[config.mk]
export PLATFORM = sky130hd
export DESIGN_NAME = ppfc_queue
export DESIGN_NICKNAME = d
export VERILOG_FILES = /design/src/rtl/ppfc_pkg.sv /design/src/rtl/ppfc_queue.sv
export SDC_FILE = /design/constraint.sdc
export NUM_CORES = 1
export LEC_CHECK = 0
export ABC_AREA = 0
export BUFFER_PORTS_ARGS = -buffer_cell sky130_fd_sc_hd__buf_2
export CAP_MARGIN = 15
export CELL_PAD_IN_SITES_DETAIL_PLACEMENT = 0
export CELL_PAD_IN_SITES_GLOBAL_PLACEMENT = 1
export CORE_ASPECT_RATIO = 0.8
export CORE_UTILIZATION = 50
export DETAILED_ROUTE_END_ITERATION = 6
export PLACE_DENSITY = 0.75
export SLEW_MARGIN = 20
export SYNTH_ARGS = -nofsm -noshare
export SYNTH_HDL_FRONTEND = slang
export SYNTH_SLANG_ARGS = --single-unit
[constraint.sdc]
create_clock -name clk -period 5.8 [get_ports clk]
set_clock_uncertainty 0.05 [all_clocks]
set_input_delay 0.29 -clock clk [delete_from_list [all_inputs] [get_ports clk]]
set_output_delay 0.29 -clock clk [all_outputs]
set_load 0.01 [all_outputs]
[src/rtl/ppfc_pkg.sv]
`timescale 1ns / 1ps
// ----------------------------------------------------------------------------
// ppfc_pkg
// Shared types and constants of the palette pixel format converter.
// ----------------------------------------------------------------------------
package ppfc_pkg;

	localparam int unsigned MAX_PIXELS = 2097152;

	localparam int ADDR_W  = 23;
	localparam int POS_W   = 21;
	localparam int PLANE_W = 22;
	localparam int QDEPTH  = 4;
	localparam int QPTR_W  = $clog2(QDEPTH);

	localparam logic CMD_LOAD  = 1'b0;
	localparam logic CMD_PIXEL = 1'b1;

	localparam logic REG_FORMAT = 1'b0;
	localparam logic REG_PLANE  = 1'b1;

	localparam logic [3:0] FMT_CRCGCB   = 4'd0;
	localparam logic [3:0] FMT_CRCGCBDB = 4'd1;
	localparam logic [3:0] FMT_RGB24    = 4'd2;
	localparam logic [3:0] FMT_RGBA32   = 4'd3;
	localparam logic [3:0] FMT_ARGB32   = 4'd4;
	localparam logic [3:0] FMT_CBCGCR   = 4'd5;
	localparam logic [3:0] FMT_CBCGCRDB = 4'd6;
	localparam logic [3:0] FMT_BGR24    = 4'd7;
	localparam logic [3:0] FMT_BGRA32   = 4'd8;
	localparam logic [3:0] FMT_ABGR32   = 4'd9;
	localparam logic [3:0] FMT_GRAY8    = 4'd10;
	localparam logic [3:0] FMT_DEPTH    = 4'd11;
	localparam logic [3:0] FMT_INDEX8   = 4'd12;

	localparam logic [15:0] GRAY_WR = 16'd54;
	localparam logic [15:0] GRAY_WG = 16'd184;
	localparam logic [15:0] GRAY_WB = 16'd18;
	localparam logic [7:0]  ALPHA_OPAQUE = 8'd255;

	// Byte writes of one pixel, issued from beat 0 to last_beat.
	typedef struct packed {
		logic [3:0][ADDR_W-1:0] addr;
		logic [3:0][7:0]        val;
		logic [1:0]             last_beat;
	} qent_t;

	typedef struct packed {
		logic full;
		logic empty;
	} qstat_t;

	typedef struct packed {
		logic busy;
	} bstat_t;

endpackage

[src/rtl/ppfc_queue.sv]
`timescale 1ns / 1ps
// ----------------------------------------------------------------------------
// ppfc_queue
// Small FIFO of per-pixel write lists between front and back.
// ----------------------------------------------------------------------------
module ppfc_queue import ppfc_pkg::*; (
	input  logic   clk,
	input  logic   arst_n,
	input  logic   push,
	input  qent_t  wr_ent,
	input  logic   pop,
	output qent_t  rd_ent,
	output qstat_t qstat
);

	qent_t             mem_q [QDEPTH];
	logic [QPTR_W-1:0] wr_ptr_q, rd_ptr_q;
	logic [QPTR_W:0]   cnt_q;

	assign qstat.full  = cnt_q == (QPTR_W+1)'(QDEPTH);
	assign qstat.empty = cnt_q == '0;
	assign rd_ent      = mem_q[rd_ptr_q];

	always_ff @(posedge clk) begin
		if (push)
			mem_q[wr_ptr_q] <= wr_ent;
	end

	// QDEPTH is a power of two, so the pointers wrap on their own.
	always_ff @(posedge clk or negedge arst_n) begin
		if (!arst_n) begin
			wr_ptr_q <= '0;
			rd_ptr_q <= '0;
			cnt_q    <= '0;
		end else begin
			if (push)
				wr_ptr_q <= wr_ptr_q + 1'b1;
			if (pop)
				rd_ptr_q <= rd_ptr_q + 1'b1;
			case ({push, pop})
				2'b10:   cnt_q <= cnt_q + 1'b1;
				2'b01:   cnt_q <= cnt_q - 1'b1;
				default: ;
			endcase
		end
	end

endmodule

==> results.txt <==
crit-path max cell delay: 0.73 ns
Max Clk Rate: 325.9 MHz
largest net degree at the start of global routing: 77
share of the synthesized area in the top cell type: 81.00%
R2R Path End: mem_q[2][43]
MaxCap Viol Count: 0
Overall Global Routing Usage: 18.73%
reg-to-reg slack, setup: 3.21 ns
startpoint types: flop
Worst-Margin Slew: 0.9347 ns
post-route ant nets: 0
CTS HTree Levels: 2
number of global-route vias before repair: 9309
# DRC: 0
Pwr per Cell Area: 477.5 nW/um^2
layout cells sized above 1: 39.88%
PortBufs: 257
unrepaired setup endpoints after global routing: no
placed cells: 1413
Die X: 218.1 um
clock power share: 25.6%
relative slew slack: 37.69%
CP arrival: 2.73 ns
status: finished clean
post-route cell area: 23080 sq um
sequential cell area fraction in the yosys report: 81.94%
final WL: 34.81 mm
synthesis-to-layout area growth: 23.54%
Post-CTS Resized: 0
Int Power: 7872 uW
Flop pwr share: 45.8%
CTS Buf Count: 48
WHS: 0.06431 ns
Tmin final: 3.069 ns
most common cell after layout, fill and taps aside: edfxtp_1
Final Hold Fails: 0
RePlAce Congestion: 0.7195
GRT Residual Overflow: 0
Synth Flop Type: edfxtp_1
clk_lat worst skew: 0.54 ns
global-route wire length before repair: 53.70 mm
wire length per cell: 21.37 um
reg-to-reg startpoint: wr_ptr_q[0]
Final Cycle Share: 52.91%
Reg2Reg Depth: 4
top post-synthesis cells by area: edfxtp_1 81%, mux4_2 15%, buf_12 1.1%
Leak Pwr: 0.007942 uW
Final Setup Violations: 0
Top Ports: 258
# fillers: 2424
Starting Density: 51.35%
Yosys reg bits: 511
Rows: 62
TritonCTS clock tree: yes
Critical Path Stages: 3
worst path bufs/invs: 2
vias per cell: 5.295
Cell Area, Placed: 20390 sq um
CTS clk-pin slew, worst paths: 0.06 ns
Worst VDD drop: 0.2919 mV
Slew Viols, Final: 0
power share of the combinational group: 28.6%
Die ar.: 38150 sq um
top cell family by delay on the critical path: buffers and inverters
Sw Ratio: 28.57%
library cells used by synthesis: 18
CP Cell Sequence: buf_4 > mux4_2 > buf_2
Synth area leader: edfxtp_1
worst hold-check path type: in2async
Syn Nets: 831
Crit Path Category: reg2out
Pwr Total: 11020 uW
ys async rst share: 1.370%
YS warnings: 0
Core Region: 36380 sq um
sw power: 3149 uW
Mapped Area: 18680 sq um
Cell Count, Final, Fillers Out: 1629
Clock Sinks: 511
Post-synth EDFFs: 504
Die H: 174.9 um
CP max stage cell: buf_4
Sequential Area: 15320 sq um
Worst Path Required: 5.46 ns
Post-Syn Instances: 695
Synth Area per Inst: 26.88 sq um
commonest non-fill, non-tap cells in the layout: 504 x edfxtp_1, 257 x buf_2, 129 x dlygate4sd3_1
total number of vias: 8626
Max FO, Critical Path: 41
initial antenna violation count: 3
Longest Clk Path Bufs: 3
Fin Setup TNS: 0 ns
CTS Root Cell: clkbuf_16
footprint of the multi-input gates: 3044 sq um
DR iter-0 viols: 565
dpl hpwl: 19.66 mm
Crit. End Element: output pin
first-pass iteration count of the detailed router: 4
layout net count: 1248
timing repair:
action	CTS	global route
endpoints found under the hold margin	515	0
buffers inserted	0	0
hold buffers	129	0
layer usage:
| layer | track usage [%] | vias up | part of all wire (%) |
|---|---|---|---|
| li1 | - | 3848 | - |
| met1 | 26.11 | 4496 | 44 |
| met2 | 29.66 | 239 | 48 |
| met3 | 4.926 | 43 | 6.4 |
| met4 | 4.837 | 0 | 1.5 |
| met5 | 0 | - | 0 |
worst max-delay path by stage:
stage                     slack (ns)        start            to
final                           2.73  rd_ptr_q[0]    rd_ent[31]
after floorplan                 1.74  wr_ptr_q[0]   mem_q[0][0]
after detailed placement        3.15  wr_ptr_q[0]  mem_q[2][55]
after CTS                       2.64  rd_ptr_q[0]    rd_ent[41]
after global routing            2.54  rd_ptr_q[0]    rd_ent[31]
after global placement          3.15  wr_ptr_q[0]  mem_q[2][55]
area by class of cell:
cell class              count  share of cell area [%]
clock inverters            23                  0.5366
multi-input cells         150                   13.19
diodes                      3                 0.03252
clock buffers              61                   5.507
repair buffers            395                   11.68
well taps                 480                   2.602
flip-flops and latches    511                   66.36
inverters                   6                 0.09757
cells in the mapped netlist (2+ instances only):
cell type / number
nand2_1: 3
xnor2_1: 2
inv_1: 6
xor2_1: 4
mux4_2: 126
edfxtp_1: 504
and2_1: 4
dfrtp_1: 7
o21ai_0: 2
buf_2: 13
buf_12: 10
ha_1: 5
buf_6: 4
cell families (layout without fill, tap and decap cells):
logic type	Yosys count	count (layout)	share of synthesized area [%]
XOR/XNOR	6	6	0.2813
flip-flops	511	511	81.94
adder cells (fa/ha/maj)	6	6	0.4420
other	0	3	0
multiplexers	126	126	15.19
AO/OA/AOI/OAI	2	2	0.05357
buffers and inverters	34	485	1.821
AND/OR/NAND/NOR	10	10	0.2745
stage by stage:
step | setup WS (ns) | utilization, %
after floorplan | 1.737 | -
after global routing | 2.541 | 63.44
final | 2.731 | 63.44
after detailed placement | 3.153 | 56.04
after global placement | 3.148 | 56.04
after CTS | 2.640 | 63.42
power by group through the flow:
stage          clock (uW)  combinational (uW)  sequential [uW]
6_report             2820                3150             5050
5_1_grt              3030                3410             5110
4_1_cts              2890                3230             5060
3_5_place_dp            0                3150             5130
3_3_place_gp            0                3150             5100
2_1_floorplan           0                2220             5080
state kept, by name (all words and copies together), names as in the netlist:
signal,count
wr_ptr_q,2
rd_ptr_q,2
mem_q,504
cnt_q,3
Power figures use the tool's default switching activity.
