`src/rtl/ppfc_pkg.sv`:
```
`timescale 1ns / 1ps
// ----------------------------------------------------------------------------
// ppfc_pkg
// Shared types and constants of the palette pixel format converter.
// ----------------------------------------------------------------------------
package ppfc_pkg;

	localparam int unsigned MAX_PIXELS = 2097152;

	localparam int ADDR_W  = 23;
	localparam int POS_W   = 21;
	localparam int PLANE_W = 22;
	localparam int QDEPTH  = 4;
	localparam int QPTR_W  = $clog2(QDEPTH);

	localparam logic CMD_LOAD  = 1'b0;
	localparam logic CMD_PIXEL = 1'b1;

	localparam logic REG_FORMAT = 1'b0;
	localparam logic REG_PLANE  = 1'b1;

	localparam logic [3:0] FMT_CRCGCB   = 4'd0;
	localparam logic [3:0] FMT_CRCGCBDB = 4'd1;
	localparam logic [3:0] FMT_RGB24    = 4'd2;
	localparam logic [3:0] FMT_RGBA32   = 4'd3;
	localparam logic [3:0] FMT_ARGB32   = 4'd4;
	localparam logic [3:0] FMT_CBCGCR   = 4'd5;
	localparam logic [3:0] FMT_CBCGCRDB = 4'd6;
	localparam logic [3:0] FMT_BGR24    = 4'd7;
	localparam logic [3:0] FMT_BGRA32   = 4'd8;
	localparam logic [3:0] FMT_ABGR32   = 4'd9;
	localparam logic [3:0] FMT_GRAY8    = 4'd10;
	localparam logic [3:0] FMT_DEPTH    = 4'd11;
	localparam logic [3:0] FMT_INDEX8   = 4'd12;

	localparam logic [15:0] GRAY_WR = 16'd54;
	localparam logic [15:0] GRAY_WG = 16'd184;
	localparam logic [15:0] GRAY_WB = 16'd18;
	localparam logic [7:0]  ALPHA_OPAQUE = 8'd255;

	// Byte writes of one pixel, issued from beat 0 to last_beat.
	typedef struct packed {
		logic [3:0][ADDR_W-1:0] addr;
		logic [3:0][7:0]        val;
		logic [1:0]             last_beat;
	} qent_t;

	typedef struct packed {
		logic full;
		logic empty;
	} qstat_t;

	typedef struct packed {
		logic busy;
	} bstat_t;

endpackage

```
`src/rtl/ppfc_back.sv`:
```
`timescale 1ns / 1ps
// ----------------------------------------------------------------------------
// ppfc_back
// Beat sequencer: one byte write per cycle into the output reg unless stalled.
// ----------------------------------------------------------------------------
module ppfc_back import ppfc_pkg::*; (
	input  logic              clk,
	input  logic              arst_n,
	input  qent_t             head,
	input  qstat_t            qstat,
	output logic              pop,
	output bstat_t            bstat,
	output logic              out_valid,
	input  logic              out_ready,
	output logic [ADDR_W-1:0] out_addr,
	output logic [7:0]        out_val,
	output logic              out_last
);

	qent_t             cur_q;
	logic              cur_valid_q;
	logic [1:0]        beat_q;
	logic              m_valid_q;
	logic [ADDR_W-1:0] m_addr_q;
	logic [7:0]        m_val_q;
	logic              m_last_q;

	logic out_free, fire, done;

	assign out_free   = !m_valid_q || out_ready;
	assign fire       = cur_valid_q && out_free;
	assign done       = fire && beat_q == cur_q.last_beat;
	assign pop        = !qstat.empty && (!cur_valid_q || done);
	assign bstat.busy = cur_valid_q;

	assign out_valid = m_valid_q;
	assign out_addr  = m_addr_q;
	assign out_val   = m_val_q;
	assign out_last  = m_last_q;

	always_ff @(posedge clk or negedge arst_n) begin
		if (!arst_n) begin
			cur_valid_q <= 1'b0;
			beat_q      <= '0;
			m_valid_q   <= 1'b0;
		end else begin
			if (out_free)
				m_valid_q <= fire;
			if (pop) begin
				cur_valid_q <= 1'b1;
				beat_q      <= '0;
			end else if (done) begin
				cur_valid_q <= 1'b0;
			end else if (fire) begin
				beat_q <= beat_q + 1'b1;
			end
		end
	end

	always_ff @(posedge clk) begin
		if (pop)
			cur_q <= head;
		if (fire) begin
			m_addr_q <= cur_q.addr[beat_q];
			m_val_q  <= cur_q.val[beat_q];
			m_last_q <= beat_q == cur_q.last_beat;
		end
	end

endmodule

```
`config.mk`:
```
export PLATFORM = sky130hd
export DESIGN_NAME = ppfc_back
export DESIGN_NICKNAME = d
export VERILOG_FILES = /design/src/rtl/ppfc_pkg.sv /design/src/rtl/ppfc_back.sv
export SDC_FILE = /design/constraint.sdc
export NUM_CORES = 1
export LEC_CHECK = 0
export BUFFER_PORTS_ARGS = -buffer_cell sky130_fd_sc_hd__buf_4
export CORE_MARGIN = 2
export CORE_UTILIZATION = 46
export DETAILED_ROUTE_END_ITERATION = 16
export GPL_TIMING_DRIVEN = 1
export HOLD_SLACK_MARGIN = 0.06
export PLACE_DENSITY = 0.77
export SYNTH_ARGS = -nofsm -noshare
export SYNTH_HDL_FRONTEND = slang
export SYNTH_SLANG_ARGS = --single-unit
```
`constraint.sdc`:
```
create_clock -name clk -period 6.72 [get_ports clk]
set_input_delay 0.336 -clock clk [delete_from_list [all_inputs] [get_ports clk]]
set_output_delay 0.336 -clock clk [all_outputs]
set_load 0.02 [all_outputs]
```
==> results.md <==
* Primary FF master, synth: edfxtp_1
* Fraction of layout instances using a drive strength above 1 at between 50 and 60%
* Multiplexer fraction of the synthesized cell area at between 10% and 20%
* Postcts setup bufs at 0
* Category of the worst setup path capture point: output port
* Area fraction of the dominant cell type after synthesis at 82.4%
* Num rows at 40
* Master of the slowest instance on the critical path: dfrtp_2
* Number of buffers and inverters on the critical path at 1
* Sum of routed wire segments on met1 at 3.92 mm
* Later-pin clock latency in the skew report at roughly 400 ps
* Status: complete, no violations
* Startpoint-to-endpoint class of the critical path: reg2out
* Placed cell area at between 0.007 and 0.008 mm2
* Startpoint types: flip-flop
* Max Fanout on Critical Path at 42
* Number of nets in the layout at about 530
* Count of pins over their slew limit at 0
* Worst min-delay path class: in2reg
* Dominant delay contributor by cell family on the critical path: flip-flops
* Combinational family with the most area after synthesis: multiplexers
* Maximum resistive drop on vdd at around 0.0002 V
* Die Y-Extent at roughly 120 um
* RSZ-0062 raised after global routing: false
* Width of the die at around 120 um
* Leakage power total at 0.00285 uW
* Cell type with the largest total area after synthesis: edfxtp_1
* Summed area of non-filler cells in the final layout at approximately 0.0077 mm2
* Final GP Congestion at around 0.72
* Most instantiated cells after synthesis: 158 x edfxtp_1, 31 x mux4_2, 4 x buf_2, 4 x buf_6, 4 x dfrtp_1
* Final sum of negative setup slack at 0 ps
* Max-cap violations at 0
* Post-Route WL at ~10 mm
* Clock buffer count from CTS at 17
* TritonCTS clock tree: built
* Antenna diodes at 0
* Share of the yosys chip area belonging to registers at a little over four fifths
* Overflow left after global routing at 0
* Synth-to-Final Area Change at 34.4%
* Hold_ws at 96.4 ps
* Count of buffers from port buffering at between 150 and 200
* Final Hold Viols at 0
* Top layer used by detailed routing: met4
* Clock-pin slew reported for the worst setup and hold paths after clock tree synthesis at 60 ps
* Most repeated cell in the gate-level netlist after synthesis: edfxtp_1
* Slowest cell delay on critical path at about 950 ps
* FMAX at approximately 300 MHz
* Antenna violations before repair at 0
* Clock skew at between 6 and 7 ps
* Arrival time of the worst setup path at around 3000 ps
* Yosys Warn Count at 0
* Xor/xnor share of the synthesized area at 0.565%
* Detailed router's first-iteration violation count at between 200 and 250
* Number of register bits inferred by synthesis at between 150 and 200
* Max clock buf depth at 2
* Placed Cells at around 550
* Crit path cell chain: xnor2_2, nand2_2, o21a_1, nor2_4, buf_4
* Detailed-routing iteration count for the pre-antenna-repair pass at 4
* Biggest area contributors in the synthesized netlist: edfxtp_1 82%, mux4_2 12%, dfrtp_1 1.7%
* Simple-Gate Fraction of Synth Area at ~1.2%
* DRC violations left at 0
* Clock tree root driver cell: clkbuf_16
* Adder and majority gate portion of the synthesized area at 0%
* Actual transition at the worst max-transition pin at 1130 ps
* Ys async rst share at about 2.5%
* Final critical-path share of the clock period at 49.6%
* Largest net degree at the start of global routing at 46
* Post-route ant nets at 0
* Area fraction in compound gates after synthesis at less than 1%
* Total power per unit cell area at approximately 420 mW/mm2
* Via count of the first global-routing pass at 3038
* Number of primary I/O pins at 166
* Combined area of all synthesized cells at between 0.005 and 0.006 mm2
* Post-synth EDFFs at roughly 160
* Overall Global Routing Usage at between 10% and 20%
* Number of distinct standard cells referenced by the synthesized netlist at 23
* Tightest slew margin relative to the limit at 24.6%
* Non-filler cells in the finished layout at ~580
* Maximum level of the CTS H-tree at 4
* CTS sink count at between 150 and 200
* Post-synth net total at about 350
* Placeable Area at around 0.012 mm2
* Min Clock Period, post-route at ~3300 ps
* Post-synthesis area per instance at 26.0 um2
* Setup-violating endpoint count in the final report at 0
* Global-route wire length before repair at about 15 mm
* Power consumption at 3230 uW
* Starting utilization of the core area at a little under half
* Fill cell count at about 860
* Worst-case register-to-register setup slack at about 3400 ps
* Overall die area at 0.0134 mm2
* Number of standard cells after synthesis at 221
* Met2 WL at approximately 5.3 mm
* Final routed wire length divided by cell count at ~18 um
* Critical path data required time at between 6000 and 7000 ps
* Wire length on met3 at approximately 760 um
* Routed vias/inst at just under 5
* Via count at roughly 2800
[layer usage]
| layer | up-vias | GRT usage, % |
|---|---|---|
| li1 | 1291 | - |
| met1 | 1404 | 18.9 |
| met2 | 110 | 26.2 |
| met3 | 19 | 6.38 |
| met4 | 0 | 6.75 |
| met5 | - | 0 |
[power by group]
part / internal (uW) / total, uW / switching (uW)
sequential: 1450 / 1550 / 107
clock: 541 / 902 / 361
combinational: 386 / 775 / 389
[placed cells by master (no fill, tap or decap), drive strengths merged, types with 2 or more instances in the layout]
master	synthesis	routed
buf	8	167
edfxtp	158	158
mux4	31	31
clkbuf	0	20
clkinv	0	8
dfrtp	4	4
xnor2	2	2
or2	2	2
clkinvlp	0	2
bufinv	0	2
nand2	2	2
o21ai	2	2
[per-stage QoR]
| step | util, % | worst slack [ps] |
|---|---|---|
| floorplan | - | 1930 |
| detailed placement | 59.2 | 3330 |
| finish | 63.9 | 3390 |
| global placement | 59.2 | 3390 |
| CTS | 63.9 | 3290 |
| global route | 63.9 | 3120 |
[sequential cells by signal, summed over array words and instances (netlist names)]
register and count:
beat_q 2, cur_q 126, bstat 1, out_last 1, out_val 8, out_valid 1, out_addr 23
[final timing paths]
kind,start,endpoint,cells after the start
worst min register to register,cur_q[82]$_DFFE_PP_,out_addr[2]$_DFFE_PP_,1
worst max-delay path,beat_q[1]$_DFFE_PN0P_,pop,5
max in group asynchronous,arst_n,beat_q[1]$_DFFE_PN0P_,2
worst max register to register,beat_q[1]$_DFFE_PN0P_,cur_q[117]$_DFFE_PP_,5
min in group asynchronous,arst_n,out_valid$_DFFE_PN0N_,2
worst min-delay path,head[113],cur_q[113]$_DFFE_PP_,1
[area by class of cell]
| cell class | instances | area, um2 | share of cell area (%) |
|---|---|---|---|
| Sequential cell | 162 | 4850 | 62.7 |
| Timing Repair Buffer | 168 | 1260 | 16.3 |
| Multi-Input combinational cell | 50 | 857 | 11.1 |
| Clock buffer | 20 | 437 | 5.65 |
| Tap cell | 168 | 210 | 2.72 |
| Clock inverter | 12 | 116 | 1.50 |
| Inverter | 1 | 3.75 | 0.0485 |
[timing repair]
item / 4_1_cts / 5_1_grt
gates resized for setup: 0 / 0
endpoints found under the hold margin: 4 / 0
hold buffers: 1 / 0
[logic make-up after synthesis]
| family | count (synthesis) |
|---|---|
| flip-flops | 162 |
| multiplexers | 31 |
| AND/OR/NAND/NOR | 11 |
| buffers and inverters | 9 |
| AO/OA/AOI/OAI | 6 |
| XOR/XNOR | 2 |
(Power assumes the default switching activity.)
